<file path="config.mk">
export PLATFORM = sky130hd
export DESIGN_NAME = radix_integer_to_text_flat
export DESIGN_NICKNAME = d
export VERILOG_FILES = /design/src/design/rit_pkg.sv /design/src/design/rit_if.sv /design/src/design/radix_integer_to_text.sv /design/src/design/rit_datapath.sv /design/src/design/rit_controller.sv /design/src/flat_wrapper.sv
export VERILOG_INCLUDE_DIRS = /design/src /design/src/design
export SDC_FILE = /design/constraint.sdc
export NUM_CORES = 1
export LEC_CHECK = 0
export BUFFER_PORTS_ARGS = -buffer_cell sky130_fd_sc_hd__buf_2
export CORE_AREA = 2 2 334 336
export DETAILED_ROUTE_END_ITERATION = 16
export DIE_AREA = 0 0 336 338
export MAX_ROUTING_LAYER = met4
export SLEW_MARGIN = 20
export SYNTH_ARGS = -nofsm -noshare
export SYNTH_HDL_FRONTEND = slang
export SYNTH_SLANG_ARGS = --single-unit
</file>
<file path="constraint.sdc">
create_clock -name clk -period 9.8 [get_ports clk]
set_input_delay 0 -clock clk [delete_from_list [all_inputs] [get_ports clk]]
set_output_delay 0 -clock clk [all_outputs]
set_load 0.005 [all_outputs]
</file>
<file path="src/design/radix_integer_to_text_macros.svh">
`ifndef RADIX_INTEGER_TO_TEXT_MACROS_SVH
`define RADIX_INTEGER_TO_TEXT_MACROS_SVH

// Both macros expect clk and rst_n in the scope where they are used.

`define RIT_ASSERT_SAME(name, ante, cons, msg) \
    name: assert property (@(posedge clk) disable iff (!rst_n) (ante) |-> (cons)) \
        else $error(msg);

`define RIT_ASSERT_NEXT(name, ante, cons, msg) \
    name: assert property (@(posedge clk) disable iff (!rst_n) (ante) |=> (cons)) \
        else $error(msg);

`endif

</file>
<file path="src/design/rit_pkg.sv">
package rit_pkg;

    localparam int MAX_RADIX  = 16;
    localparam int VALUE_BITS = 32;

    localparam int RADIX_W    = 5;
    localparam int SYM_W      = 64;
    localparam int CFG_IDX_W  = 2;
    localparam int CFG_DATA_W = 64;
    localparam int CHAR_W     = 8;

    localparam int DIGIT_BITS = (MAX_RADIX > 2) ? $clog2(MAX_RADIX) : 1;
    localparam int MAX_DIGITS = VALUE_BITS;
    localparam int NDIG_W     = $clog2(MAX_DIGITS + 1);
    localparam int BITCNT_W   = $clog2(VALUE_BITS);
    localparam int STACK_W    = MAX_DIGITS * DIGIT_BITS;

    localparam logic [CFG_IDX_W-1:0] CFG_RADIX        = 2'd0;
    localparam logic [CFG_IDX_W-1:0] CFG_SYMBOLS_LOW  = 2'd1;
    localparam logic [CFG_IDX_W-1:0] CFG_SYMBOLS_HIGH = 2'd2;

    localparam logic [CHAR_W-1:0] CH_MINUS = 8'h2D;
    localparam logic [CHAR_W-1:0] CH_PLUS  = 8'h2B;
    localparam logic [CHAR_W-1:0] CH_NUL   = 8'h00;

    typedef enum logic [1:0] {
        S_IDLE,
        S_DIV,
        S_SIGN,
        S_EMIT
    } state_t;

    typedef struct packed {
        logic load;
        logic step;
        logic pop;
        logic sel_sign;
    } dp_cmd_t;

    typedef struct packed {
        logic alph_ok;
        logic neg;
        logic step_last;
        logic quot_zero;
        logic one_left;
    } dp_status_t;

endpackage

</file>
<file path="src/design/rit_if.sv">
interface rit_value_if;
    import rit_pkg::*;

    logic                         valid;
    logic                         ready;
    logic signed [VALUE_BITS-1:0] value;

    modport source (output valid, output value, input ready);
    modport sink (input valid, input value, output ready);
endinterface

interface rit_char_if;
    import rit_pkg::*;

    logic              valid;
    logic              ready;
    logic [CHAR_W-1:0] out_char;
    logic              last;

    modport source (output valid, output out_char, output last, input ready);
    modport sink (input valid, input out_char, input last, output ready);
endinterface

interface rit_cfg_if;
    import rit_pkg::*;

    logic                  valid;
    logic                  ready;
    logic [CFG_IDX_W-1:0]  index;
    logic [CFG_DATA_W-1:0] data;

    modport source (output valid, output index, output data, input ready);
    modport sink (input valid, input index, input data, output ready);
endinterface

</file>
<file path="src/design/radix_integer_to_text.sv">
// Channel   Dir   Payload              Transfer
// in_ch     in    value                valid && ready
// out_ch    out   out_char, last       valid && ready
// cfg_ch    in    index, data          valid && ready (ready is always high)
//
// An item is accepted in S_IDLE, the bit-serial restoring divider then forms
// each digit one quotient bit at a time, and then one character per cycle is sent
// while the output is ready.
// Reset is asynchronous and clears the radix and symbols to zero.
// A stalled output holds the current character; no new input is taken meanwhile.
module radix_integer_to_text (
    input  logic       clk,
    input  logic       rst_n,
    rit_value_if.sink  in_ch,
    rit_char_if.source out_ch,
    rit_cfg_if.sink    cfg_ch
);
    import rit_pkg::*;

    dp_cmd_t    cmd;
    dp_status_t status;

    assign cfg_ch.ready = 1'b1;

    rit_controller u_ctrl (
        .clk       (clk),
        .rst_n     (rst_n),
        .in_valid  (in_ch.valid),
        .in_ready  (in_ch.ready),
        .out_valid (out_ch.valid),
        .out_ready (out_ch.ready),
        .status    (status),
        .cmd       (cmd)
    );

    rit_datapath u_dp (
        .clk       (clk),
        .rst_n     (rst_n),
        .cfg_valid (cfg_ch.valid),
        .cfg_index (cfg_ch.index),
        .cfg_data  (cfg_ch.data),
        .value     (in_ch.value),
        .cmd       (cmd),
        .status    (status),
        .out_char  (out_ch.out_char),
        .last      (out_ch.last)
    );

endmodule

</file>
<file path="src/design/rit_datapath.sv">
module rit_datapath (
    input  logic                                  clk,
    input  logic                                  rst_n,
    input  logic                                  cfg_valid,
    input  logic [rit_pkg::CFG_IDX_W-1:0]         cfg_index,
    input  logic [rit_pkg::CFG_DATA_W-1:0]        cfg_data,
    input  logic signed [rit_pkg::VALUE_BITS-1:0] value,
    input  rit_pkg::dp_cmd_t                      cmd,
    output rit_pkg::dp_status_t                   status,
    output logic [rit_pkg::CHAR_W-1:0]            out_char,
    output logic                                  last
);
    import rit_pkg::*;

    logic [RADIX_W-1:0]    radix_reg;
    logic [SYM_W-1:0]      sym_lo_reg;
    logic [SYM_W-1:0]      sym_hi_reg;

    logic [VALUE_BITS-1:0] quot_reg, quot_next;
    logic [DIGIT_BITS-1:0] rem_reg, rem_next;
    logic [BITCNT_W-1:0]   bitcnt_reg, bitcnt_next;
    logic [STACK_W-1:0]    stack_reg, stack_next;
    logic [NDIG_W-1:0]     ndig_reg, ndig_next;
    logic                  neg_reg, neg_next;

    logic [2*SYM_W-1:0]    all_syms;
    logic [CHAR_W-1:0]     sym_arr [MAX_RADIX];
    logic                  alph_ok;

    logic [VALUE_BITS-1:0] raw;
    logic [VALUE_BITS-1:0] mag;
    logic [DIGIT_BITS:0]   trial;
    logic                  trial_ge;
    logic [DIGIT_BITS-1:0] rem_step;
    logic [VALUE_BITS-1:0] quot_step;
    logic                  step_last;

    always_ff @(posedge clk or negedge rst_n)
    begin
        if (!rst_n)
        begin
            radix_reg  <= '0;
            sym_lo_reg <= '0;
            sym_hi_reg <= '0;
        end
        else if (cfg_valid)
        begin
            case (cfg_index)
                CFG_RADIX:        radix_reg  <= cfg_data[RADIX_W-1:0];
                CFG_SYMBOLS_LOW:  sym_lo_reg <= cfg_data;
                CFG_SYMBOLS_HIGH: sym_hi_reg <= cfg_data;
                default:          ;
            endcase
        end
    end

    assign all_syms = {sym_hi_reg, sym_lo_reg};

    always_comb
    begin
        for (int k = 0; k < MAX_RADIX; k++)
        begin
            sym_arr[k] = all_syms[k*CHAR_W +: CHAR_W];
        end
    end

    // Symbols past the radix take no part in the check.
    always_comb
    begin
        alph_ok = (radix_reg >= RADIX_W'(2)) && (radix_reg <= RADIX_W'(MAX_RADIX));
        for (int i = 0; i < MAX_RADIX; i++)
        begin
            if (RADIX_W'(i) < radix_reg)
            begin
                if (sym_arr[i] == CH_NUL || sym_arr[i] == CH_PLUS || sym_arr[i] == CH_MINUS)
                begin
                    alph_ok = 1'b0;
                end
                for (int j = i + 1; j < MAX_RADIX; j++)
                begin
                    if (RADIX_W'(j) < radix_reg && sym_arr[i] == sym_arr[j])
                    begin
                        alph_ok = 1'b0;
                    end
                end
            end
        end
    end

    assign raw = value;
    assign mag = raw[VALUE_BITS-1] ? (~raw + VALUE_BITS'(1)) : raw;

    // One bit of restoring division by the radix.
    assign trial     = {rem_reg, quot_reg[VALUE_BITS-1]};
    assign trial_ge  = RADIX_W'(trial) >= radix_reg;
    assign rem_step  = trial_ge ? DIGIT_BITS'(RADIX_W'(trial) - radix_reg)
                                : trial[DIGIT_BITS-1:0];
    assign quot_step = {quot_reg[VALUE_BITS-2:0], trial_ge};
    assign step_last = bitcnt_reg == BITCNT_W'(VALUE_BITS - 1);

    always_comb
    begin
        quot_next   = quot_reg;
        rem_next    = rem_reg;
        bitcnt_next = bitcnt_reg;
        stack_next  = stack_reg;
        ndig_next   = ndig_reg;
        neg_next    = neg_reg;
        if (cmd.load)
        begin
            quot_next   = mag;
            rem_next    = '0;
            bitcnt_next = '0;
            ndig_next   = '0;
            neg_next    = raw[VALUE_BITS-1];
        end
        else if (cmd.step)
        begin
            quot_next = quot_step;
            if (step_last)
            begin
                rem_next    = '0;
                bitcnt_next = '0;
                stack_next  = {stack_reg[STACK_W-DIGIT_BITS-1:0], rem_step};
                ndig_next   = ndig_reg + NDIG_W'(1);
            end
            else
            begin
                rem_next    = rem_step;
                bitcnt_next = bitcnt_reg + BITCNT_W'(1);
            end
        end
        else if (cmd.pop)
        begin
            stack_next = stack_reg >> DIGIT_BITS;
            ndig_next  = ndig_reg - NDIG_W'(1);
        end
    end

    always_ff @(posedge clk or negedge rst_n)
    begin
        if (!rst_n)
        begin
            bitcnt_reg <= '0;
            ndig_reg   <= '0;
        end
        else
        begin
            bitcnt_reg <= bitcnt_next;
            ndig_reg   <= ndig_next;
        end
    end

    always_ff @(posedge clk)
    begin
        quot_reg  <= quot_next;
        rem_reg   <= rem_next;
        stack_reg <= stack_next;
        neg_reg   <= neg_next;
    end

    assign status.alph_ok   = alph_ok;
    assign status.neg       = neg_reg;
    assign status.step_last = step_last;
    assign status.quot_zero = quot_step == '0;
    assign status.one_left  = ndig_reg == NDIG_W'(1);

    assign out_char = cmd.sel_sign ? CH_MINUS : sym_arr[stack_reg[DIGIT_BITS-1:0]];
    assign last     = !cmd.sel_sign && status.one_left;

endmodule

</file>
<file path="src/design/rit_controller.sv">
`include "radix_integer_to_text_macros.svh"

module rit_controller (
    input  logic                clk,
    input  logic                rst_n,
    input  logic                in_valid,
    output logic                in_ready,
    output logic                out_valid,
    input  logic                out_ready,
    input  rit_pkg::dp_status_t status,
    output rit_pkg::dp_cmd_t    cmd
);
    import rit_pkg::*;

    state_t state_reg, state_next;

    always_ff @(posedge clk or negedge rst_n)
    begin
        if (!rst_n)
        begin
            state_reg <= S_IDLE;
        end
        else
        begin
            state_reg <= state_next;
        end
    end

    // An item taken with a bad alphabet is dropped without any output.
    always_comb
    begin
        state_next = state_reg;
        case (state_reg)
            S_IDLE:
            begin
                if (in_valid && status.alph_ok)
                begin
                    state_next = S_DIV;
                end
            end
            S_DIV:
            begin
                if (status.step_last && status.quot_zero)
                begin
                    state_next = status.neg ? S_SIGN : S_EMIT;
                end
            end
            S_SIGN:
            begin
                if (out_ready)
                begin
                    state_next = S_EMIT;
                end
            end
            S_EMIT:
            begin
                if (out_ready && status.one_left)
                begin
                    state_next = S_IDLE;
                end
            end
            default:
            begin
                state_next = S_IDLE;
            end
        endcase
    end

    always_comb
    begin
        in_ready     = 1'b0;
        out_valid    = 1'b0;
        cmd          = '0;
        case (state_reg)
            S_IDLE:
            begin
                in_ready = 1'b1;
                cmd.load = in_valid && status.alph_ok;
            end
            S_DIV:
            begin
                cmd.step = 1'b1;
            end
            S_SIGN:
            begin
                out_valid    = 1'b1;
                cmd.sel_sign = 1'b1;
            end
            S_EMIT:
            begin
                out_valid = 1'b1;
                cmd.pop   = out_ready;
            end
            default:
            begin
                in_ready = 1'b0;
            end
        endcase
    end

    `RIT_ASSERT_SAME(a_no_overlap, out_valid, !in_ready,
        "input taken while a character is pending")
    `RIT_ASSERT_NEXT(a_bad_alphabet_dropped, in_valid && in_ready && !status.alph_ok,
        state_reg == S_IDLE, "item with a bad alphabet was not dropped")
    `RIT_ASSERT_NEXT(a_last_ends_item,
        state_reg == S_EMIT && out_ready && status.one_left,
        state_reg == S_IDLE, "no return to idle after the last character")
    `RIT_ASSERT_SAME(a_sign_only_negative, state_reg == S_SIGN, status.neg,
        "minus sign sent for a value that is not negative")

endmodule

</file>
<file path="src/flat_wrapper.sv">
// flat-port wrapper written by rule: the top's interface ports become plain ports
module radix_integer_to_text_flat import rit_pkg::*;
  (clk, rst_n, in_ch_valid, in_ch_value, in_ch_ready, out_ch_valid, out_ch_out_char, out_ch_last, out_ch_ready, cfg_ch_valid, cfg_ch_index, cfg_ch_data, cfg_ch_ready);
  rit_value_if in_ch_i ();
  rit_char_if out_ch_i ();
  rit_cfg_if cfg_ch_i ();
  input  logic clk;
  input  logic rst_n;
  input wire logic [$bits(in_ch_i.valid)-1:0] in_ch_valid;
  input wire logic [$bits(in_ch_i.value)-1:0] in_ch_value;
  output wire logic [$bits(in_ch_i.ready)-1:0] in_ch_ready;
  output wire logic [$bits(out_ch_i.valid)-1:0] out_ch_valid;
  output wire logic [$bits(out_ch_i.out_char)-1:0] out_ch_out_char;
  output wire logic [$bits(out_ch_i.last)-1:0] out_ch_last;
  input wire logic [$bits(out_ch_i.ready)-1:0] out_ch_ready;
  input wire logic [$bits(cfg_ch_i.valid)-1:0] cfg_ch_valid;
  input wire logic [$bits(cfg_ch_i.index)-1:0] cfg_ch_index;
  input wire logic [$bits(cfg_ch_i.data)-1:0] cfg_ch_data;
  output wire logic [$bits(cfg_ch_i.ready)-1:0] cfg_ch_ready;
  assign in_ch_i.valid = in_ch_valid;
  assign in_ch_i.value = in_ch_value;
  assign in_ch_ready = in_ch_i.ready;
  assign out_ch_valid = out_ch_i.valid;
  assign out_ch_out_char = out_ch_i.out_char;
  assign out_ch_last = out_ch_i.last;
  assign out_ch_i.ready = out_ch_ready;
  assign cfg_ch_i.valid = cfg_ch_valid;
  assign cfg_ch_i.index = cfg_ch_index;
  assign cfg_ch_i.data = cfg_ch_data;
  assign cfg_ch_ready = cfg_ch_i.ready;
  radix_integer_to_text u_core (.clk(clk), .rst_n(rst_n), .in_ch(in_ch_i), .out_ch(out_ch_i), .cfg_ch(cfg_ch_i));
endmodule
</file>
==> metrics.yaml, run 1 <==
fillers: 11500
synth_cells: 2688
crit_top_cell: "buf_4"
cp_top_family: "simple AND/OR/NAND/NOR gates"
final_common_cell: "xnor2_1"
timing.rr.end: "u_core.u_dp.stack_reg[56]"
clk_pin_slew_ns: 0.08
max_freq_mhz: 177
die_x_um: 336
pwr_density_cell_nw_per_um2: 200
synth_edf_count: 161
finalHoldViolCount: 0
slew_viol_final: 0
synthesis.area_um2: 27400
fin_crit_sh_pct: 57.6
antenna_found_initial: 6
antenna_left: 0
hold_path_class: "primary input to async pin"
cts_sinks: 311
yosysSeqAreaShare_pct: 31.3
synth_warnings: 0
p_leak_uw: 0.0109
grt_usage_pct: 18.6
rsz0062_at_grt: "no"
num_vias: 22300
first_pass_iters: 5
synth_top_family_by_area: "XOR/XNOR gates"
setup_viol: 0
clkLatencyLatePin_ns: 0.59
avgRoutedWirePerCell_um: 24.3
required_ns: 9.99
synthMuxAreaShare_pct: 15.2
numCtsBuffers: 35
postCtsSetupBuffers: 0
ys_seq_elements: 311
synth.distinct_cells: 64
synth_fa_ha_area_share_pct: 0.759
synth_ff_type: "edfxtp_1"
area_growth_pct: 15.7
drt-total-wl_um: 104000
final_area_um2: 31700
synth-simple-area-share_pct: 11.9
min_period_ns: 5.64
synth_compound_area_share_pct: 3.24
grt_max_degree: 104
rr_startpoint: "u_core.u_dp.radix_reg[0]"
floorplan.initialDensity_pct: 24.9
viasPerCell: 5.21
largest_reg_flops: 128
synthArstFlopShare_pct: 46.9
crit_chain: "or2_1 > a31oi_1 > buf_4 > nor3_1 > or4_1 > o31ai_1 > o21ai_0 > nor4_2 > a41oi_4 > buf_4 > buf_4"
cts_max_path_buffers: 3
grt_pass1_vias: 21800
io_pins: 115
die-area_um2: 114000
worst_path_max_delay_cell: "a31oi_1"
place_congestion: 0.994
setup_tns_ns: 0
tightest_slew_ns: 1.22
max_stage_delay_ns: 0.92
cp_num_buf_inv: 3
overflow: 0
grt_first_pass_wirelength_um: 152000
layout_common_cells: "xnor2_1, xor2_1, mux2_2"
outcome: "complete, no violations"
cp_max_fo: 74
htree_levels: 2
relSlewSlack_pct: 18.5
drive_above_1_share_pct: 23.2
cts_tree: "done"
r2r_cells: 11
clockRootBuffer: "clkbuf_16"
vdd_ir_drop_max_v: 0.0000934
dr.first_iter.drc_count: 2864
synth-xor-area-share_pct: 32.4
worstSetupPathType: "flip-flop to flip-flop"
drc: 0
chipHeight_um: 338
r2r_slack_ns: 4.16
fp-row-count: 122
fp.coreArea_um2: 110000
max_cap_violations: 0
cp-end-kind: "flip-flop"
layout.nets: 2880
startpoint_type: "flip-flop"
cp.arrival_ns: 5.83
port_buffers: 113
synthesis.nets: 2807
power_uw: 6320
place.detailed.hpwl_um: 66800
synth_area_per_cell_um2: 10.2
place_area_um2: 29500
fin_skew_ns: 0.0410
report_power, final:
group	switching, uW	internal [uW]	leakage (uW)
Clock	578	730	0.000535
Combinational	1830	1330	0.00705
Sequential	284	1570	0.00327
Total	2690	3630	0.0109
logic make-up (layout without fill, tap and decap cells):
kind of cell | Yosys count | after routing
AO/OA/AOI/OAI | 131 | 131
XOR/XNOR | 1013 | 1013
adder cells (fa/ha/maj) | 16 | 16
buffers and inverters | 336 | 434
flip-flops | 311 | 311
multiplexers | 329 | 329
other | 1 | 8
AND/OR/NAND/NOR | 551 | 551
layer usage:
metal / up-vias / global-route usage (%) / share of wire (%)
met3: 399 / 4.23 / 10
met1: 11000 / 23.5 / 41
li1: 9532 / - / -
met2: 1365 / 27.6 / 43
met5: - / - / 0
met4: 0 / 9.81 / 5.9
metrics by stage:
step | setup slack (ns) | utilization, % | hold WS (ns) | cells
global placement | 4.54 | 26.8 | 0.142 | 4108
finish | 4.16 | 28.8 | 0.0919 | 4281
global route | 4.12 | 28.8 | 0.143 | 4278
detailed placement | 4.40 | 26.8 | 0.143 | 4108
floorplan | 0.384 | - | -0.296 | 2688
CTS | 4.36 | 28.7 | 0.0723 | 4274
worst max-delay path by stage:
stage	from	endpoint	slack, ns	cells after the start
global placement	u_core.u_dp.radix_reg[1]	u_core.u_dp.stack_reg[64]	4.54	11
detailed placement	u_core.u_dp.radix_reg[1]	u_core.u_dp.stack_reg[68]	4.40	11
global route	u_core.u_dp.radix_reg[1]	u_core.u_dp.stack_reg[56]	4.12	11
CTS	u_core.u_dp.radix_reg[0]	u_core.u_dp.stack_reg[56]	4.36	11
finish	u_core.u_dp.radix_reg[0]	u_core.u_dp.stack_reg[56]	4.16	11
floorplan	u_core.u_dp.sym_hi_reg[62]	u_core.u_dp.stack_reg[0]	0.38	9
Yosys cell counts (15+ instances only):
| cell type | count | share of area, % |
|---|---|---|
| xnor2_1 | 646 | 21 |
| xor2_1 | 367 | 12 |
| mux2_2 | 279 | 11 |
| nand4_1 | 174 | 4.0 |
| edfxtp_1 | 161 | 18 |
| dfrtp_1 | 146 | 13 |
| buf_2 | 132 | 2.4 |
| buf_1 | 118 | 1.6 |
| nor4_1 | 100 | 2.3 |
| nor3_1 | 86 | 1.6 |
| clkbuf_1 | 68 | 0.93 |
| mux4_2 | 40 | 3.3 |
| nand3_1 | 36 | 0.66 |
| nand2_1 | 35 | 0.48 |
| o21ai_0 | 32 | 0.59 |
| nor2_1 | 26 | 0.36 |
| a31oi_1 | 24 | 0.55 |
| or4_1 | 24 | 0.66 |
| a21oi_1 | 20 | 0.37 |
| and2_1 | 17 | 0.39 |
| inv_1 | 16 | 0.22 |
| ha_1 | 15 | 0.69 |
area by class of cell:
| type | count | area [um2] | share of cell area (%) |
|---|---|---|---|
| sequential | 311 | 8570 | 27.1 |
| clock buffer | 44 | 920 | 2.90 |
| antenna | 7 | 17.5 | 0.0553 |
| inverter | 17 | 63.8 | 0.202 |
| timing repair buffer | 355 | 2650 | 8.38 |
| multi-input combinational | 2041 | 17400 | 54.9 |
| tap | 1488 | 1860 | 5.88 |
| clock inverter | 18 | 178 | 0.561 |
what timing repair did:
item                                    4_1_cts  5_1_grt
hold buffers                                104        0
gates resized for setup                       0        0
endpoints found under the setup margin        0        0
hold endpoints to repair                    250        0
(Power assumes the default switching activity.)
==> run 2: changes to the inputs <==
==> constraint.sdc (replaced) <==
create_clock -name clk -period 5.1 [get_ports clk]
set_input_delay 0 -clock clk [delete_from_list [all_inputs] [get_ports clk]]
set_output_delay 0 -clock clk [all_outputs]
set_load 0.005 [all_outputs]
==> run 2 against run 1 <==
Effect of this change: the run now ends with negative hold slack left; utilization grew 0.45 points; via count grew 0.45%; wire length grew 0.25%; worst setup slack lost 3.9 ns; largest power group unchanged.
==> metrics.yaml, run 2 (synthesized netlist as in run 1, its figures left out) <==
overflow: 0
fin_skew_ns: 0.0432
swShare_pct: 42.3
die_x_um: 336
finalHoldViolCount: 3
fp-row-count: 122
cts_tree: "done"
num_vias: 22400
layout.nets: 2920
vdd_ir_drop_max_v: 0.000173
path_depth: 11
outcome: "finished with violations"
area_growth_pct: 17.5
postCtsSetupBuffers: 0
pwr_density_cell_nw_per_um2: 387
power_frac_seq_pct: 34.6
die-area_um2: 114000
viasPerCell: 5.18
clockRootBuffer: "clkbuf_16"
cp_top_family: "simple AND/OR/NAND/NOR gates"
drive_above_1_share_pct: 24.6
worst_path_max_delay_cell: "a31oi_2"
drt-total-wl_um: 104000
fin_crit_sh_pct: 94.2
place_congestion: 1.04
fin_util_pct: 29.2
timing.hold.ws_ns: -0.0102
required_ns: 5.36
cp_num_buf_inv: 2
r2r_cells: 11
numCtsBuffers: 36
fillers: 11400
worstSetupPathType: "flip-flop to flip-flop"
avgRoutedWirePerCell_um: 24.1
setup_viol: 0
dp.cells: 4145
p_leak_uw: 0.0111
layout_common_cells: "xnor2_1, xor2_1, mux2_2"
tightest_slew_ns: 1.28
crit_chain: "or2_1 > a31oi_2 > nor3_1 > or4_1 > o31ai_1 > o21ai_0 > nor4_4 > nand4_1 > buf_12 > nand2b_1 > buf_12"
cts_sinks: 311
rsz0062_at_grt: "no"
io_pins: 115
relSlewSlack_pct: 14.5
max_stage_delay_ns: 0.78
first_pass_iters: 6
hold_path_class: "primary input to async pin"
setup_tns_ns: 0
grt_usage_pct: 18.6
largest_reg_flops: 128
min_period_ns: 4.80
grt_pass1_vias: 21900
p_sw_uw: 5270
clkLatencyLatePin_ns: 0.59
power_uw: 12500
grt_first_pass_wirelength_um: 153000
final_common_cell: "xnor2_1"
floorplan.initialDensity_pct: 24.9
clkPwrFrac_pct: 21.9
cp-end-kind: "flip-flop"
stdcell_count: 4325
htree_levels: 2
failed_checks: "negative hold slack"
internal_power_uw: 7190
place.detailed.hpwl_um: 73100
chipHeight_um: 338
cts_max_path_buffers: 3
cp_max_fo: 49
antenna_left: 0
grt_max_degree: 129
fp.coreArea_um2: 110000
drc: 0
dr.first_iter.drc_count: 2725
max_freq_mhz: 208
combPwrFrac_pct: 43.5
clk_pin_slew_ns: 0.06
antenna_found_initial: 8
slew_viol_final: 0
max_cap_violations: 0
startpoint_type: "flip-flop"
cp.arrival_ns: 5.06
crit_top_cell: "buf_12"
port_buffers: 113
[run 2: changes by cell type in the layout (fill, tap and decap cells not counted), moves of 2 or more]
cell           change
clkbuf_1           -7
dlygate4sd3_1      +2
diode_2            +2
buf_12             +6
dfrtp_1            -2
dfrtp_2            +2
clkinv_4           +2
inv_6              +3
clkinv_2           +3
buf_4             +32
bufinv_16          +2
[run 2: what timing repair did]
action	in CTS	in global routing
setup endpoints to repair	0	32
gates resized for setup	0	1
hold buffers	106	0
hold endpoints to repair	252	0
[run 2: metrics by stage]
step | instance area (um2) | setup slack, ns
2_1_floorplan | 27400 | 0.223
6_report | 32200 | 0.295
3_3_place_gp | 29900 | 0.265
3_5_place_dp | 29900 | 0.255
4_1_cts | 32100 | 0.213
5_1_grt | 32100 | 0.188
[run 2: power by group through the flow]
stage | clock (uW) | sequential [uW] | combinational, uW
CTS | 2810 | 4240 | 5310
global placement | 0 | 4280 | 5120
floorplan | 0 | 3160 | 4560
global route | 2900 | 4300 | 5780
finish | 2720 | 4310 | 5420
detailed placement | 0 | 4300 | 5210
[run 2: final cells by class]
type	count	area, um2	area share (%)
multi-input cells	2041	17400	54.1
flip-flops and latches	311	8570	26.7
repair buffers	394	3020	9.40
well taps	1488	1860	5.79
clock buffers	37	905	2.81
clock inverters	28	300	0.934
inverters	17	63.8	0.198
diodes	9	22.5	0.0700
[run 2: final timing paths]
kind                       slack [ns]                     start                         end
setup / recovery                 0.30  u_core.u_dp.radix_reg[3]    u_core.u_dp.quot_reg[20]
hold / removal                  -0.01                     rst_n  u_core.u_dp.sym_hi_reg[56]
setup reg to reg                 0.30  u_core.u_dp.radix_reg[3]    u_core.u_dp.quot_reg[20]
hold reg to reg                  0.51    u_core.u_dp.rem_reg[1]      u_core.u_dp.rem_reg[1]
max in group asynchronous        4.19                     rst_n   u_core.u_dp.sym_lo_reg[7]
min in group clk                 0.08              out_ch_ready  u_core.u_ctrl.state_reg[1]
[run 2: per-layer routing]
metal	global-route usage, %	share of wire, %
met1	23.8	41
met2	27.5	44
met3	3.80	9.9
met4	9.61	5.7
met5	-	0
[run 2: worst register-to-register path, delay by kind of cell, from the launching register on]
| family | cells | cell delay [ns] |
|---|---|---|
| compound gates | 3 | 1.25 |
| buf+inv | 2 | 0.47 |
| flops | 1 | 0.51 |
| simple gates | 6 | 2.24 |
